--- src/rtl/rpb_pkg.sv ---
// Shared types, constants and helper functions for the rotated pixel buffer.
// No dependencies; every rpb module imports this package.
package rpb_pkg;

  localparam int unsigned MaxDim  = 128;
  localparam int unsigned CoordW  = $clog2(MaxDim);
  localparam int unsigned DimW    = 8;
  localparam int unsigned AddrW   = 2 * CoordW;
  localparam int unsigned Depth   = MaxDim * MaxDim;
  localparam int unsigned PixW    = 32;
  localparam int unsigned MaxBpp  = 4;
  localparam int unsigned BppW    = 3;
  localparam int unsigned RotW    = 2;
  localparam int unsigned CfgIdxW  = 2;
  localparam int unsigned CfgDataW = 8;

  localparam logic [CfgIdxW-1:0] RegImageWidth   = 2'd0;
  localparam logic [CfgIdxW-1:0] RegImageHeight  = 2'd1;
  localparam logic [CfgIdxW-1:0] RegRotation     = 2'd2;
  localparam logic [CfgIdxW-1:0] RegBytesPerPix  = 2'd3;

  localparam logic [RotW-1:0] Rot0   = 2'd0;
  localparam logic [RotW-1:0] Rot90  = 2'd1;
  localparam logic [RotW-1:0] Rot180 = 2'd2;
  localparam logic [RotW-1:0] Rot270 = 2'd3;

  localparam logic CmdWrite = 1'b0;
  localparam logic CmdRead  = 1'b1;

  // decoded word handed from the address stage to the memory stage and on
  typedef struct packed {
    logic             is_read;
    logic             err;
    logic [AddrW-1:0] addr;
    logic [PixW-1:0]  wdata;
    logic [PixW-1:0]  mask;
    logic [DimW-1:0]  rot_w;
    logic [DimW-1:0]  rot_h;
  } dec_t;

  function automatic logic [DimW-1:0] clamp_dim(input logic [DimW-1:0] d);
    return (d > DimW'(MaxDim)) ? DimW'(MaxDim) : d;
  endfunction

  // byte lane enables, saturating at MaxBpp and at the word width
  function automatic logic [PixW-1:0] pixel_mask(input logic [BppW-1:0] bpp);
    logic [BppW-1:0] b;
    logic [PixW-1:0] m;
    b = (bpp > BppW'(MaxBpp)) ? BppW'(MaxBpp) : bpp;
    for (int i = 0; i < PixW / 8; i++) begin
      m[i*8 +: 8] = {8{int'(b) > i}};
    end
    return m;
  endfunction

endpackage

--- src/rtl/rpb_decode.sv ---
// Address stage: bounds check, rotated-to-original coordinate mapping, masks.
// Depends on rpb_pkg.
module rpb_decode (
  input  logic                       clk_i,
  input  logic                       rst_ni,
  input  logic                       valid_i,
  output logic                       ready_o,
  input  logic                       command_i,
  input  logic [rpb_pkg::CoordW-1:0] row_i,
  input  logic [rpb_pkg::CoordW-1:0] column_i,
  input  logic [rpb_pkg::PixW-1:0]   pixel_in_i,
  input  logic [rpb_pkg::DimW-1:0]   image_width_i,
  input  logic [rpb_pkg::DimW-1:0]   image_height_i,
  input  logic [rpb_pkg::RotW-1:0]   rotation_i,
  input  logic [rpb_pkg::BppW-1:0]   bytes_per_pixel_i,
  output logic                       valid_o,
  input  logic                       ready_i,
  output rpb_pkg::dec_t              dec_o
);
  import rpb_pkg::*;

  logic [DimW-1:0] w, h, rw, rh, r8, c8, sr, sc;
  logic            swap, en;
  dec_t            dec_d, dec_q;
  logic            valid_q;

  always_comb begin
    w    = clamp_dim(image_width_i);
    h    = clamp_dim(image_height_i);
    swap = (rotation_i == Rot90) || (rotation_i == Rot270);
    rw   = swap ? h : w;
    rh   = swap ? w : h;
    r8   = {1'b0, row_i};
    c8   = {1'b0, column_i};
    case (rotation_i)
      Rot90: begin
        sr = c8;
        sc = w - 8'd1 - r8;
      end
      Rot180: begin
        sr = h - 8'd1 - r8;
        sc = w - 8'd1 - c8;
      end
      Rot270: begin
        sr = h - 8'd1 - c8;
        sc = r8;
      end
      default: begin
        sr = r8;
        sc = c8;
      end
    endcase
    dec_d.is_read = (command_i == CmdRead);
    if (command_i == CmdRead) begin
      dec_d.err  = !((r8 < rh) && (c8 < rw));
      dec_d.addr = {sr[CoordW-1:0], sc[CoordW-1:0]};
    end else begin
      dec_d.err  = !((r8 < h) && (c8 < w));
      dec_d.addr = {row_i, column_i};
    end
    dec_d.mask  = pixel_mask(bytes_per_pixel_i);
    dec_d.wdata = pixel_in_i & dec_d.mask;
    dec_d.rot_w = rw;
    dec_d.rot_h = rh;
  end

  assign en      = !valid_q || ready_i;
  assign ready_o = en;

  always_ff @(posedge clk_i or negedge rst_ni) begin
    if (!rst_ni) begin
      valid_q <= 1'b0;
    end else if (en) begin
      valid_q <= valid_i;
    end
  end

  always_ff @(posedge clk_i) begin
    if (en && valid_i) begin
      dec_q <= dec_d;
    end
  end

  assign valid_o = valid_q;
  assign dec_o   = dec_q;

endmodule

--- config.mk ---
export PLATFORM = sky130hd
export DESIGN_NAME = rpb_decode
export DESIGN_NICKNAME = d
export VERILOG_FILES = /design/src/rtl/rpb_pkg.sv /design/src/rtl/rpb_decode.sv
export SDC_FILE = /design/constraint.sdc
export NUM_CORES = 1
export LEC_CHECK = 0
export BUFFER_PORTS_ARGS = -buffer_cell sky130_fd_sc_hd__buf_2
export CAP_MARGIN = 5
export CORE_AREA = 4 4 101 103
export DETAILED_ROUTE_END_ITERATION = 8
export DIE_AREA = 0 0 105 107
export HOLD_SLACK_MARGIN = 0.06
export MAX_ROUTING_LAYER = met4
export PLACE_DENSITY = 0.8
export SLEW_MARGIN = 10
export SYNTH_ARGS = -nofsm -noshare
export SYNTH_HDL_FRONTEND = slang
export SYNTH_SLANG_ARGS = --single-unit
--- constraint.sdc ---
create_clock -name clk_i -period 3.3 [get_ports clk_i]
set_input_delay 0.33 -clock clk_i [delete_from_list [all_inputs] [get_ports clk_i]]
set_output_delay 0.33 -clock clk_i [all_outputs]
set_load 0.05 [all_outputs]
Word-level counts from Yosys, hierarchy flattened. Cells that the tools add are included.

Register bits after elaboration: 90. Word-level logic and storage cells: 45. Bits of input ports: 72. Output and inout bits: 98.

Reductions and logical operators: 8. Equality and inequality tests: 3. Order comparisons: 11. Bitwise logic cells: 1. Multiplexer cells: 8. Add/subtract/negate cells: 6.

Operators with widths (count): 7-bit one-hot mux with 3 select lines (2); 32-bit bitwise AND (1); 7-bit by 8-bit < comparator with 1-bit output (4); 8-bit two-way mux (4); 7-bit subtractor (4); 8-bit > comparator, second input constant (2); 15-bit two-way mux (1); 7-bit by 1-bit subtractor with 7-bit output, second input constant (2); 3-bit by 1-bit > comparator with 1-bit output, second input constant (2); 3-bit by 2-bit > comparator with 1-bit output, second input constant (2); 2-bit == test, second input constant (2); 3-bit > comparator, second input constant (1); 1-bit logical AND (3); 1-bit logical NOT (3); 3-bit two-way mux (1); 2-bit by 1-bit == test with 1-bit output, second input constant (1); 1-bit logical OR (2).

Longest topological paths before layout. Gate-level depths: netlist of run 1.

Depth after elaboration: 7. Mapped depth: 16. Gate-level depth less buffers: 13.

Worst setup path after synthesis of run 1. No wires, ideal clock.

Kind: reg2reg. From: reg valid_q (netlist: valid_o). To: reg dec_q, in the netlist dec_o[0], enable pin. Required time: 2.867 ns. Arrival time: 2.740 ns. Period minus slack after synthesis: 3.173 ns. Cell stages (with the launch flop): 3. Buffers on the path: 0. Slack: 0.127 ns. Library setup time: 0.433 ns. Cell sequence: dfrtp_1 > nand2b_1 > and2_1.

Longest elaborated chain between the ends: 3.

RTL lines: from (decl) (line rpb_decode.sv:25) `logic valid_q;`; from (signal assigned) (line rpb_decode.sv:74) `valid_q <= valid_i;`; 1-bit logical NOT (line rpb_decode.sv:67) `assign en = !valid_q || ready_i;`; 1-bit logical OR (line rpb_decode.sv:67); via ready_o (line rpb_decode.sv:7) `output logic ready_o,`; 1-bit logical AND (line rpb_decode.sv:79) `if (en && valid_i) begin`; to (signal assigned) (line rpb_decode.sv:80) `dec_q <= dec_d;`; to (decl) (line rpb_decode.sv:24) `dec_t dec_d, dec_q;`.

The timed path passes the listed nets, and every way through them passes these cells. A chain may end at the register's enable or synchronous reset.

==> results of run 1 <==
cell type report:
class,count,area (um2),share of cell area
antenna,3,7.51,0.00133
clock buffer,10,128,0.0226
clock inverter,6,113,0.0200
inverter,32,120,0.0213
multi-input combinational,288,2130,0.378
sequential,69,2070,0.366
tap,111,139,0.0246
timing repair buffer,179,936,0.166
routing by layer:
metal  vias up  routed length [um]
li1       1794                   -
met1      1702                4990
met2       185                5740
met3        19                1250
met4         0                 276
met5         -                   0
state kept, by name (all words and copies together), names as in the netlist:
signal,count
valid_o,1
dec_o,68
metrics by stage:
stage           util  cell area, um2
6_report       0.614            5640
4_1_cts        0.613            5640
5_1_grt        0.614            5640
2_1_floorplan      -            4600
3_3_place_gp   0.586            5390
3_5_place_dp   0.586            5390
logic make-up (layout without fill, tap and decap cells):
| kind of cell | Yosys count | in the layout | share of synthesized area |
|---|---|---|---|
| adders and majority gates | 44 | 44 | 0.123 |
| buffers and inverters | 77 | 227 | 0.0873 |
| other | 0 | 3 | 0 |
| DFF | 69 | 69 | 0.449 |
| xor gates and xnor gates | 20 | 20 | 0.0411 |
| and+or+nand+nor | 127 | 127 | 0.144 |
| muxes | 14 | 14 | 0.0313 |
| AOI/OAI and AO/OA | 83 | 83 | 0.124 |
layout by cell type, fill, tap and decap left out, drive strengths merged, types with 13 or more instances in the layout:
| cell type | n |
|---|---|
| buf | 178 |
| edfxtp | 68 |
| ha | 42 |
| nor2 | 40 |
| inv | 32 |
| nor2b | 29 |
| nand2 | 21 |
| a21oi | 17 |
| o21ai | 17 |
| a21o | 13 |
how the worst max path moves through the flow:
stage / startpoint / to / depth (start not counted)
after floorplan: valid_o / dec_o[0] / 2
after CTS: image_width_i[7] / dec_o[86] / 11
final: image_height_i[7] / dec_o[93] / 12
after global placement: image_width_i[7] / dec_o[86] / 11
after detailed placement: image_width_i[7] / dec_o[86] / 11
after global routing: image_height_i[7] / dec_o[93] / 12
report_power, final:
part,total [mW],switching [mW],internal [mW]
sequential,1.05,0.0151,1.04
clock,0.821,0.317,0.503
combinational,0.851,0.578,0.272
total,2.73,0.911,1.81
==> PnR_summary.wiki, run 1 <==
{| class="wikitable"
! Metric !! Value
|-
| Result of the run || complete, no violations
|-
| Detailed-route DRC error count || 0
|-
| Crit path setup slack, layout || 574 ps
|-
| Clock transition at the registers of the reported paths || 80 ps
|-
| Max-slew violation count || 0
|-
| Post-synthesis net count || between 500 and 600
|-
| Crit-path slowest cell || sky130_fd_sc_hd__fa_1
|-
| Total Negative Setup Slacks || 0 ps
|-
| Worst Setup End Kind || flop
|-
| Clock tree from TritonCTS || done
|-
| Number of flops mapped to enable cells by yosys || slightly below 70
|-
| Number of vias per cell after detailed routing || ~5.3
|-
| Grt met2 use || 0.364
|-
| Number of top-level pins || 170
|-
| Leakage power summed over all cells || approximately 2.6 nW
|-
| Initial drt markers || 198
|-
| Number of fill cells in the layout || between 700 and 800
|-
| Number of antenna violations at the first check in global routing || 3
|-
| Synth top area cells || sky130_fd_sc_hd__edfxtp_1 (44%), sky130_fd_sc_hd__ha_1 (11%), sky130_fd_sc_hd__buf_4 (4.7%), sky130_fd_sc_hd__nor2b_1 (3.9%), sky130_fd_sc_hd__nor2_1 (3.3%)
|-
| Setup slack of the worst register-to-register path || ~1500 ps
|-
| Starting Density || 0.500
|-
| Final RePlAce weighted congestion || 0.954
|-
| GRT busiest layer || met2
|-
| Number of antenna-violating nets in the routed design || 0
|-
| Layout cell share with drive strength beyond 1 || 0.353
|-
| Number of library cell types mapped by synthesis || 46
|-
| Hold worst-path end || valid_o
|-
| Die height || around 110 um
|-
| Category of the critical setup timing path || input port to flop
|-
| Worst hold path class || input port to flop
|-
| Highest attainable clock frequency || 367 MHz
|-
| Drt wl/cell || between 15 and 20 um
|-
| Slew at the pin closest to its max-slew limit || roughly 840 ps
|-
| Pin count of the biggest net entering global routing || 37
|-
| Total standard cell area after synthesis || approximately 0.0046 mm2
|-
| Placed cells || between 600 and 700
|-
| Most repeated cell in the gate-level netlist after synthesis || sky130_fd_sc_hd__edfxtp_1
|-
| Worst skew pair latency || between 300 and 400 ps
|-
| Synth-to-Final Area Change || 22.6%
|-
| Clock buffer count from CTS || 9
|-
| First-pass GRT wire length || about 19000 um
|-
| Post-place setup slack || around 270 ps
|-
| Share of the yosys chip area belonging to registers || 0.449
|-
| Kind of start point of the critical path || input port
|-
| X dimension of the die || between 100 and 150 um
|-
| Total of cells resized after clock tree synthesis || 0
|-
| Post-route non-filler standard cell count || between 600 and 700
|-
| Final global-route overflow total || 0
|-
| Vias in the first global route || ~3600
|-
| Worst path top cell family by delay || compound AO/OA/AOI/OAI gates
|-
| Final wirelength || 12300 um
|-
| Clk root buf || sky130_fd_sc_hd__clkbuf_8
|-
| Skew final || around 12 ps
|-
| Critical path, cell by cell || buf_2 -> nor2b_1 -> inv_1 -> ha_1 -> inv_1 -> fa_1 -> a211oi_1 -> o21bai_1 -> a21oi_1 -> xnor2_1 -> a221oi_1 -> nor2_1
|-
| Share of the synthesized area in the top cell type || 0.444
|-
| Flip-flop and latch count after synthesis || 69
|-
| Overall Power || 2.73 mW
|-
| Post-synthesis async set-or-reset flop share || 0.0145
|-
| Floorplan row count || 35
|-
| Worst IR Drop VDD || around 300 uV
|-
| # Max-Cap Violations || 0
|-
| Post-DP HPWL || just under 10000 um
|-
| Area of the die || 0.0112 mm2
|-
| Global-route total usage across every layer || 0.220
|-
| Total power density per cell area || about 480 mW/mm2
|-
| Critical Path Most Common Cell || sky130_fd_sc_hd__inv_1
|-
| Cells on Worst Hold Path || 2
|-
| Tightest hold margin || 197 ps
|-
| Avg Synthesized Cell Area || 10.6 um2
|-
| Number of H-tree levels || 3
|-
| Max transition margin || 0.441
|-
| Drt pass-1 iters || 4
|-
| Crit path required time || 3380 ps
|-
| Clock net sink count || just under 70
|-
| Primary FF master, synth || sky130_fd_sc_hd__edfxtp_1
|-
| Worst R2R Start || valid_o
|-
| Dominant cell type by area after synthesis || sky130_fd_sc_hd__edfxtp_1
|-
| Final number of setup-violating endpoints || 0
|-
| Endpoint of the lowest-slack register-to-register path || dec_o[61]
|-
| Via total after detailed routing || 3700
|-
| Met1 Track Usage GR || 0.260
|-
| Post-layout min period || around 2700 ps
|-
| CTS hold repair buffers || 1
|-
| Number of cells produced by synthesis || about 430
|-
| Number of buffer cells added on primary ports || 169
|-
| Placeable core area || approximately 0.0092 mm2
|-
| Signal arrival time at the worst endpoint || roughly 2800 ps
|-
| List of most frequent post-synthesis cells || sky130_fd_sc_hd__edfxtp_1 (68), sky130_fd_sc_hd__ha_1 (42), sky130_fd_sc_hd__nor2_1 (40)
|-
| Net count of the finished layout || 695
|-
| Slowest Stage Delay on Critical Path || ~480 ps
|-
| Bufs and invs on worst path || 3
|-
| Post-CTS setup buffer count || 0
|-
| Hold_sp || valid_i
|-
| Worst reg2reg path depth || 3
|-
| Share of the clock period used by the worst path after layout || 0.826
|-
| Largest driver fanout on the critical path || 13
|-
| Number of hold-slack violations in the final timing report || 0
|-
| RSZ-0062 raised after global routing || no
|-
| Maximum root-to-sink buffer count || 2
|-
| M3 GR Usage || 0.0602
|-
| Yosys Warn Count || 0
|}
Power figures use the tool's default switching activity.
==> inputs of run 2 (changes only) <==
Settings changed: CORE_AREA 4 4 101 103 to 4 4 107 109, DIE_AREA 0 0 105 107 to 0 0 111 113, PLACE_DENSITY 0.8 to 0.75.
Clock period 3.3 ns to 2.5 ns, I/O delays scaled along.
==> PnR_summary.wiki, run 2 (same netlist as run 1, synthesis figures left out) <==
{| class="wikitable"
! Metric !! Value
|-
| Result of the run || complete, no violations
|-
| Hold_sp || valid_i
|-
| Highest attainable clock frequency || between 400 and 500 MHz
|-
| Drt pass-1 iters || 4 (unchanged)
|-
| Skew final || 7.29 ps (-4.80 ps)
|-
| Area of the die || 0.0125 mm2 (+12%)
|-
| Slew at the pin closest to its max-slew limit || 657 ps (-180 ps)
|-
| Setup slack of the worst register-to-register path || 1170 ps (-350 ps)
|-
| Max-slew violation count || 0 (unchanged)
|-
| Clk root buf || sky130_fd_sc_hd__clkbuf_8
|-
| Number of fill cells in the layout || 918 (+16%)
|-
| Vias in the first global route || 3954 (+9.3%)
|-
| Worst reg2reg path depth || 3 (unchanged)
|-
| Hold worst-path end || valid_o
|-
| Largest driver fanout on the critical path || 4 (-9)
|-
| Number of vias per cell after detailed routing || 5.12 (-3.4%)
|-
| Detailed-route DRC error count || 0 (unchanged)
|-
| Worst skew pair latency || 340 ps (about the same)
|-
| Total Negative Setup Slacks || 0 ps (unchanged)
|-
| Category of the critical setup timing path || input port to flop
|-
| Post-CTS setup buffer count || 0 (unchanged)
|-
| Max transition margin || 0.562 (+0.121)
|-
| Worst R2R Start || valid_o
|-
| Multi-input logic area || 0.00218 mm2 (+2.3%)
|-
| Synth-to-Final Area Change || 31.3%
|-
| Worst Setup End Kind || flop
|-
| Crit path required time || 2590 ps (-790 ps)
|-
| Final number of setup-violating endpoints || 0 (unchanged)
|-
| Number of top-level pins || 170 (unchanged)
|-
| Number of antenna-violating nets in the routed design || 0 (unchanged)
|-
| X dimension of the die || 111 um (+5.7%)
|-
| Post-Layout Inst Area || 0.00604 mm2 (+7.1%)
|-
| Die height || 113 um (+5.6%)
|-
| Layout cell share with drive strength beyond 1 || 0.419 (+0.0659)
|-
| Clock buffer count from CTS || 9 (unchanged)
|-
| Net count of the finished layout || 744 (+7.1%)
|-
| Post-detailed-placement cell area || 0.00584 mm2 (+8.4%)
|-
| RSZ-0062 raised after global routing || no
|-
| Total power density per cell area || 578 mW/mm2 (+20%)
|-
| Starting Density || 0.434 (-0.0664)
|-
| Drt wl/cell || 16.6 um (-5.7%)
|-
| Share of the clock period used by the worst path after layout || 0.912
|-
| Number of buffer cells added on primary ports || 169 (unchanged)
|-
| Number of antenna violations at the first check in global routing || 1 (-2)
|-
| Pin count of the biggest net entering global routing || 69 (+86%)
|-
| Maximum root-to-sink buffer count || 2 (unchanged)
|-
| Kind of start point of the critical path || input port
|-
| Clock tree from TritonCTS || done
|-
| Worst IR Drop VDD || 343 uV (+16%)
|-
| Area occupied by registers || 0.00207 mm2 (unchanged)
|-
| Overall Power || 3.50 mW (+28%)
|-
| First-pass GRT wire length || 20100 um (+8.6%)
|-
| Leakage power summed over all cells || 2.82 nW (+8.2%)
|-
| Placeable core area || 0.0106 mm2 (+15%)
|-
| Endpoint of the lowest-slack register-to-register path || dec_o[85]
|-
| Initial drt markers || 213 (+7.6%)
|-
| Number of hold-slack violations in the final timing report || 0 (unchanged)
|-
| Largest register FFs || 68 (unchanged)
|-
| Floorplan row count || 38 (+8.6%)
|-
| # Max-Cap Violations || 0 (unchanged)
|-
| Tightest hold margin || 122 ps (-75.4 ps)
|-
| Global-route total usage across every layer || 0.212 (-0.00833)
|-
| Leading cell types in the layout, fill and taps excluded || sky130_fd_sc_hd__buf_2 (169), sky130_fd_sc_hd__edfxtp_1 (68), sky130_fd_sc_hd__buf_4 (57), sky130_fd_sc_hd__nor2_1 (40), sky130_fd_sc_hd__ha_1 (38)
|-
| Post-layout min period || between 2000 and 2500 ps
|-
| Clock transition at the registers of the reported paths || 70 ps (about the same)
|-
| Most frequent standard cell in the layout excluding fill and tap cells || sky130_fd_sc_hd__buf_2
|-
| Final wirelength || 12800 um (+4.6%)
|-
| Worst hold path class || input port to flop
|-
| Post-DP HPWL || 10300 um (+5.7%)
|-
| Clock net sink count || 69 (unchanged)
|-
| Final RePlAce weighted congestion || 0.958 (+0.40%)
|-
| Via total after detailed routing || 3962 (+7.1%)
|-
| Number of H-tree levels || 3 (unchanged)
|-
| Signal arrival time at the worst endpoint || 2370 ps (-440 ps)
|-
| Final global-route overflow total || 0 (unchanged)
|-
| Cells on Worst Hold Path || 2 (unchanged)
|}
run 2: worst max-delay path, stage by stage:
cell	delay (ps)
sky130_fd_sc_hd__buf_2	120
sky130_fd_sc_hd__or2b_2	330
sky130_fd_sc_hd__inv_1	130
sky130_fd_sc_hd__ha_4	140
sky130_fd_sc_hd__inv_2	40
sky130_fd_sc_hd__fa_2	380
sky130_fd_sc_hd__a211oi_2	210
sky130_fd_sc_hd__o21bai_1	90
sky130_fd_sc_hd__a21oi_1	140
sky130_fd_sc_hd__xnor3_1	240
sky130_fd_sc_hd__a221oi_2	220
sky130_fd_sc_hd__nor2_1	60
run 2: final cells by class:
cell class,count,share of cell area
clock inverter,6,0.0106
inverter,32,0.0199
multi-input combinational,288,0.361
antenna,1,0.000414
sequential,69,0.342
timing repair buffer,228,0.216
clock buffer,10,0.0211
tap,140,0.0290
run 2: how the worst max path moves through the flow:
stage                      from         to  slack [ps]  depth (start not counted)
2_1_floorplan     rotation_i[1]  dec_o[94]           2                         14
3_3_place_gp   image_width_i[2]  dec_o[86]        -130                         10
3_5_place_dp   image_width_i[2]  dec_o[86]        -130                         10
4_1_cts        image_width_i[2]  dec_o[86]         230                         10
5_1_grt           rotation_i[0]  dec_o[93]          60                         12
6_report       image_width_i[7]  dec_o[86]         220                         12
run 2: routing by layer:
layer / vias to the layer above / GRT usage / wire length [um] / share of wire
met1: 1850 / 0.253 / 5020 / 0.39
met2: 199 / 0.358 / 6380 / 0.50
li1: 1888 / - / - / -
met3: 25 / 0.0503 / 1180 / 0.092
met4: 0 / 0.0632 / 239 / 0.019
met5: - / - / 0 / 0
run 2: power by group:
| part | switching, mW | internal (mW) | leakage, nW |
|---|---|---|---|
| Combinational | 0.785 | 0.449 | 2.06 |
| Clock | 0.410 | 0.459 | 0.0939 |
| Sequential | 0.0222 | 1.37 | 0.667 |
run 2: per-stage QoR:
step,std cells,util,setup WS [ps]
floorplan,434,-,2.33
global placement,756,0.551,-132
detailed placement,756,0.551,-133
CTS,773,0.570,232
global route,774,0.570,59.2
finish,774,0.570,219
run 2: what timing repair did:
| action | 4_1_cts | 5_1_grt |
|---|---|---|
| gates resized for setup | 0 | 0 |
| endpoints found under the hold margin | 1 | 0 |
| hold buffers | 1 | 0 |
==> inputs of run 3 (changes only) <==
==> constraint.sdc (replaced) <==
create_clock -name clk_i -period 2.5 [get_ports clk_i]
set_input_delay 0.375 -clock clk_i [delete_from_list [all_inputs] [get_ports clk_i]]
set_output_delay 0.375 -clock clk_i [all_outputs]
set_load 0.05 [all_outputs]
==> PnR_summary.wiki, run 3 (same netlist as run 1, synthesis figures left out) <==
{| class="wikitable"
! Metric !! Value
|-
| Result of the run || complete, no violations
|-
| Overall Power || 3.56 mW (+1.7%)
|-
| Skew final || 16.6 ps (+9.28 ps)
|-
| Number of hold-slack violations in the final timing report || 0 (unchanged)
|-
| Crit path required time || 2590 ps (about the same)
|-
| Slew at the pin closest to its max-slew limit || 697 ps (+39.8 ps)
|-
| Number of fill cells in the layout || 912 (-0.65%)
|-
| Signal arrival time at the worst endpoint || 2480 ps (+110 ps)
|-
| Floorplan row count || 38 (unchanged)
|-
| Clock transition at the registers of the reported paths || 70 ps (about the same)
|-
| First-pass GRT wire length || 19700 um (-2.1%)
|-
| Diodes inserted || 0 (-1)
|-
| Post-DP HPWL || 10300 um (-0.13%)
|-
| Leading cell types in the layout, fill and taps excluded || sky130_fd_sc_hd__buf_2 (168), sky130_fd_sc_hd__edfxtp_1 (68), sky130_fd_sc_hd__buf_4 (68), sky130_fd_sc_hd__nor2_1 (39), sky130_fd_sc_hd__ha_1 (37)
|-
| Placeable core area || 0.0106 mm2 (unchanged)
|-
| Worst IR Drop VDD || 331 uV (-3.6%)
|-
| Share of the clock period used by the worst path after layout || 0.953 (+0.0410)
|-
| Worst setup path startpoint || image_width_i[7]
|-
| Most frequent standard cell in the layout excluding fill and tap cells || sky130_fd_sc_hd__buf_2
|-
| Post-route non-filler standard cell count || 786 (+1.6%)
|-
| Total power density per cell area || 569 mW/mm2 (-1.6%)
|-
| Highest attainable clock frequency || 420 MHz (-4.3%)
|-
| Final global-route overflow total || 0 (unchanged)
|-
| Area occupied by registers || 0.00207 mm2 (unchanged)
|-
| Largest register FFs || 68 (unchanged)
|-
| Number of H-tree levels || 3 (unchanged)
|-
| Post-layout min period || 2380 ps (+102 ps)
|-
| Multi-input logic area || 0.00225 mm2 (+2.9%)
|-
| Category of the critical setup timing path || input port to flop
|-
| Final wirelength || 12700 um (-1.1%)
|-
| Clock buffer count from CTS || 9 (unchanged)
|-
| Crit path setup slack, layout || 116 ps (-102 ps)
|-
| Net count of the finished layout || 757 (+1.7%)
|-
| Detailed-route DRC error count || 0 (unchanged)
|-
| Worst R2R Start || valid_o
|-
| Clk root buf || sky130_fd_sc_hd__clkbuf_8
|-
| Area of the die || 0.0125 mm2 (unchanged)
|-
| Final RePlAce weighted congestion || 0.889 (-7.2%)
|-
| Starting Density || 0.434 (unchanged)
|-
| Crit-path slowest cell || sky130_fd_sc_hd__or2b_2
|-
| Drt pass-1 iters || 4 (unchanged)
|-
| Worst path top cell family by delay || compound AO/OA/AOI/OAI gates
|-
| Max transition margin || 0.535 (-0.0265)
|-
| Post-place setup slack || -254 ps (-121 ps)
|-
| Drt wl/cell || 16.1 um (-2.6%)
|-
| Number of antenna-violating nets in the routed design || 0 (unchanged)
|-
| Leakage power summed over all cells || 2.90 nW (+2.8%)
|-
| Vias in the first global route || 3952 (-0.051%)
|-
| Worst skew pair latency || 350 ps (about the same)
|-
| # Max-Cap Violations || 0 (unchanged)
|-
| Kind of start point of the critical path || input port
|-
| Synth-to-Final Area Change || 35.7%
|-
| Die height || 113 um (unchanged)
|-
| Via total after detailed routing || 3957 (-0.13%)
|-
| Hold_sp || valid_i
|-
| Clock tree from TritonCTS || done
|-
| Bufs and invs on worst path || 2 (-1)
|-
| Largest driver fanout on the critical path || 4 (unchanged)
|-
| Slowest Stage Delay on Critical Path || 330 ps (-50 ps)
|-
| RSZ-0062 raised after global routing || no
|-
| Number of vias per cell after detailed routing || 5.03 (-1.7%)
|-
| Max-slew violation count || 0 (unchanged)
|-
| X dimension of the die || 111 um (unchanged)
|-
| Pin count of the biggest net entering global routing || 55 (-20%)
|-
| Clock net sink count || 69 (unchanged)
|-
| Initial drt markers || 186 (-13%)
|-
| Maximum root-to-sink buffer count || 2 (unchanged)
|-
| Number of antenna violations at the first check in global routing || 0 (-1)
|-
| Global-route total usage across every layer || 0.208 (-0.00364)
|-
| Worst hold path class || input port to flop
|-
| Placed cells || 769 (+1.7%)
|-
| Number of top-level pins || 170 (unchanged)
|-
| Number of buffer cells added on primary ports || 169 (unchanged)
|-
| Worst Setup End Kind || flop
|-
| Final number of setup-violating endpoints || 0 (unchanged)
|-
| Layout cell share with drive strength beyond 1 || 0.446 (+0.0272)
|-
| Tightest hold margin || 262 ps (+140 ps)
|-
| Total Negative Setup Slacks || 0 ps (unchanged)
|-
| Critical path, cell by cell || buf_2 -> or2b_2 -> ha_1 -> xnor2_1 -> ha_1 -> buf_4 -> a21o_1 -> a21oi_1 -> xnor2_1 -> a221oi_1 -> nor2_1
|}
[run 3: cell count changes in the layout (fill, tap and decap cells not counted), moves of 2 or more]
cell	before	now
sky130_fd_sc_hd__inv_12	0	2
sky130_fd_sc_hd__inv_1	31	27
sky130_fd_sc_hd__buf_4	57	68
sky130_fd_sc_hd__ha_4	1	5
sky130_fd_sc_hd__ha_2	3	0
sky130_fd_sc_hd__inv_2	1	3
[run 3: final cells by class]
class | instances | area share
inverter | 32 | 0.0232
clock buffer | 10 | 0.0204
clock inverter | 6 | 0.0102
sequential | 69 | 0.331
tap | 140 | 0.0280
multi-input combinational | 288 | 0.360
timing repair buffer | 241 | 0.227
[run 3: final timing paths]
check	endpoint	slack [ps]	cells after the start
worst max-delay path	dec_o[84]	120	11
worst min-delay path	valid_o	260	2
worst max register to register	dec_o[57]	920	3
worst min register to register	valid_o	550	2
max in group asynchronous	valid_o	2070	2
min in group asynchronous	valid_o	350	2
[run 3: worst register-to-register path, stage by stage (launching register included)]
cell and delay (ps):
sky130_fd_sc_hd__dfrtp_1 380, sky130_fd_sc_hd__nand2b_1 100, sky130_fd_sc_hd__and2_2 420, sky130_fd_sc_hd__buf_12 340
[run 3: what timing repair did]
| item | in CTS | in global routing |
|---|---|---|
| hold buffers | 1 | 0 |
| setup endpoints to repair | 0 | 3 |
| gates resized for setup | 0 | 7 |
| buffers inserted | 0 | 0 |
| endpoints found under the hold margin | 1 | 0 |
[run 3: report_power, final]
part | internal, mW | leakage, nW | switching [mW]
sequential | 1.37 | 0.667 | 0.0223
clock | 0.459 | 0.0939 | 0.420
combinational | 0.480 | 2.14 | 0.802
total | 2.31 | 2.90 | 1.24
[run 3: metrics by stage]
stage               area [um2]   util
floorplan                 4760      -
global placement          6020  0.568
detailed placement        6020  0.568
CTS                       6220  0.587
global route              6250  0.589
finish                    6250  0.589
[run 3: per-layer routing]
metal,routed length (um),part of all wire,global-route usage,up-vias
met1,5170,0.41,0.237,1836
met4,272,0.021,0.0731,0
met5,0,0,-,-
met2,6310,0.50,0.358,170
li1,-,-,-,1924
met3,927,0.073,0.0513,27
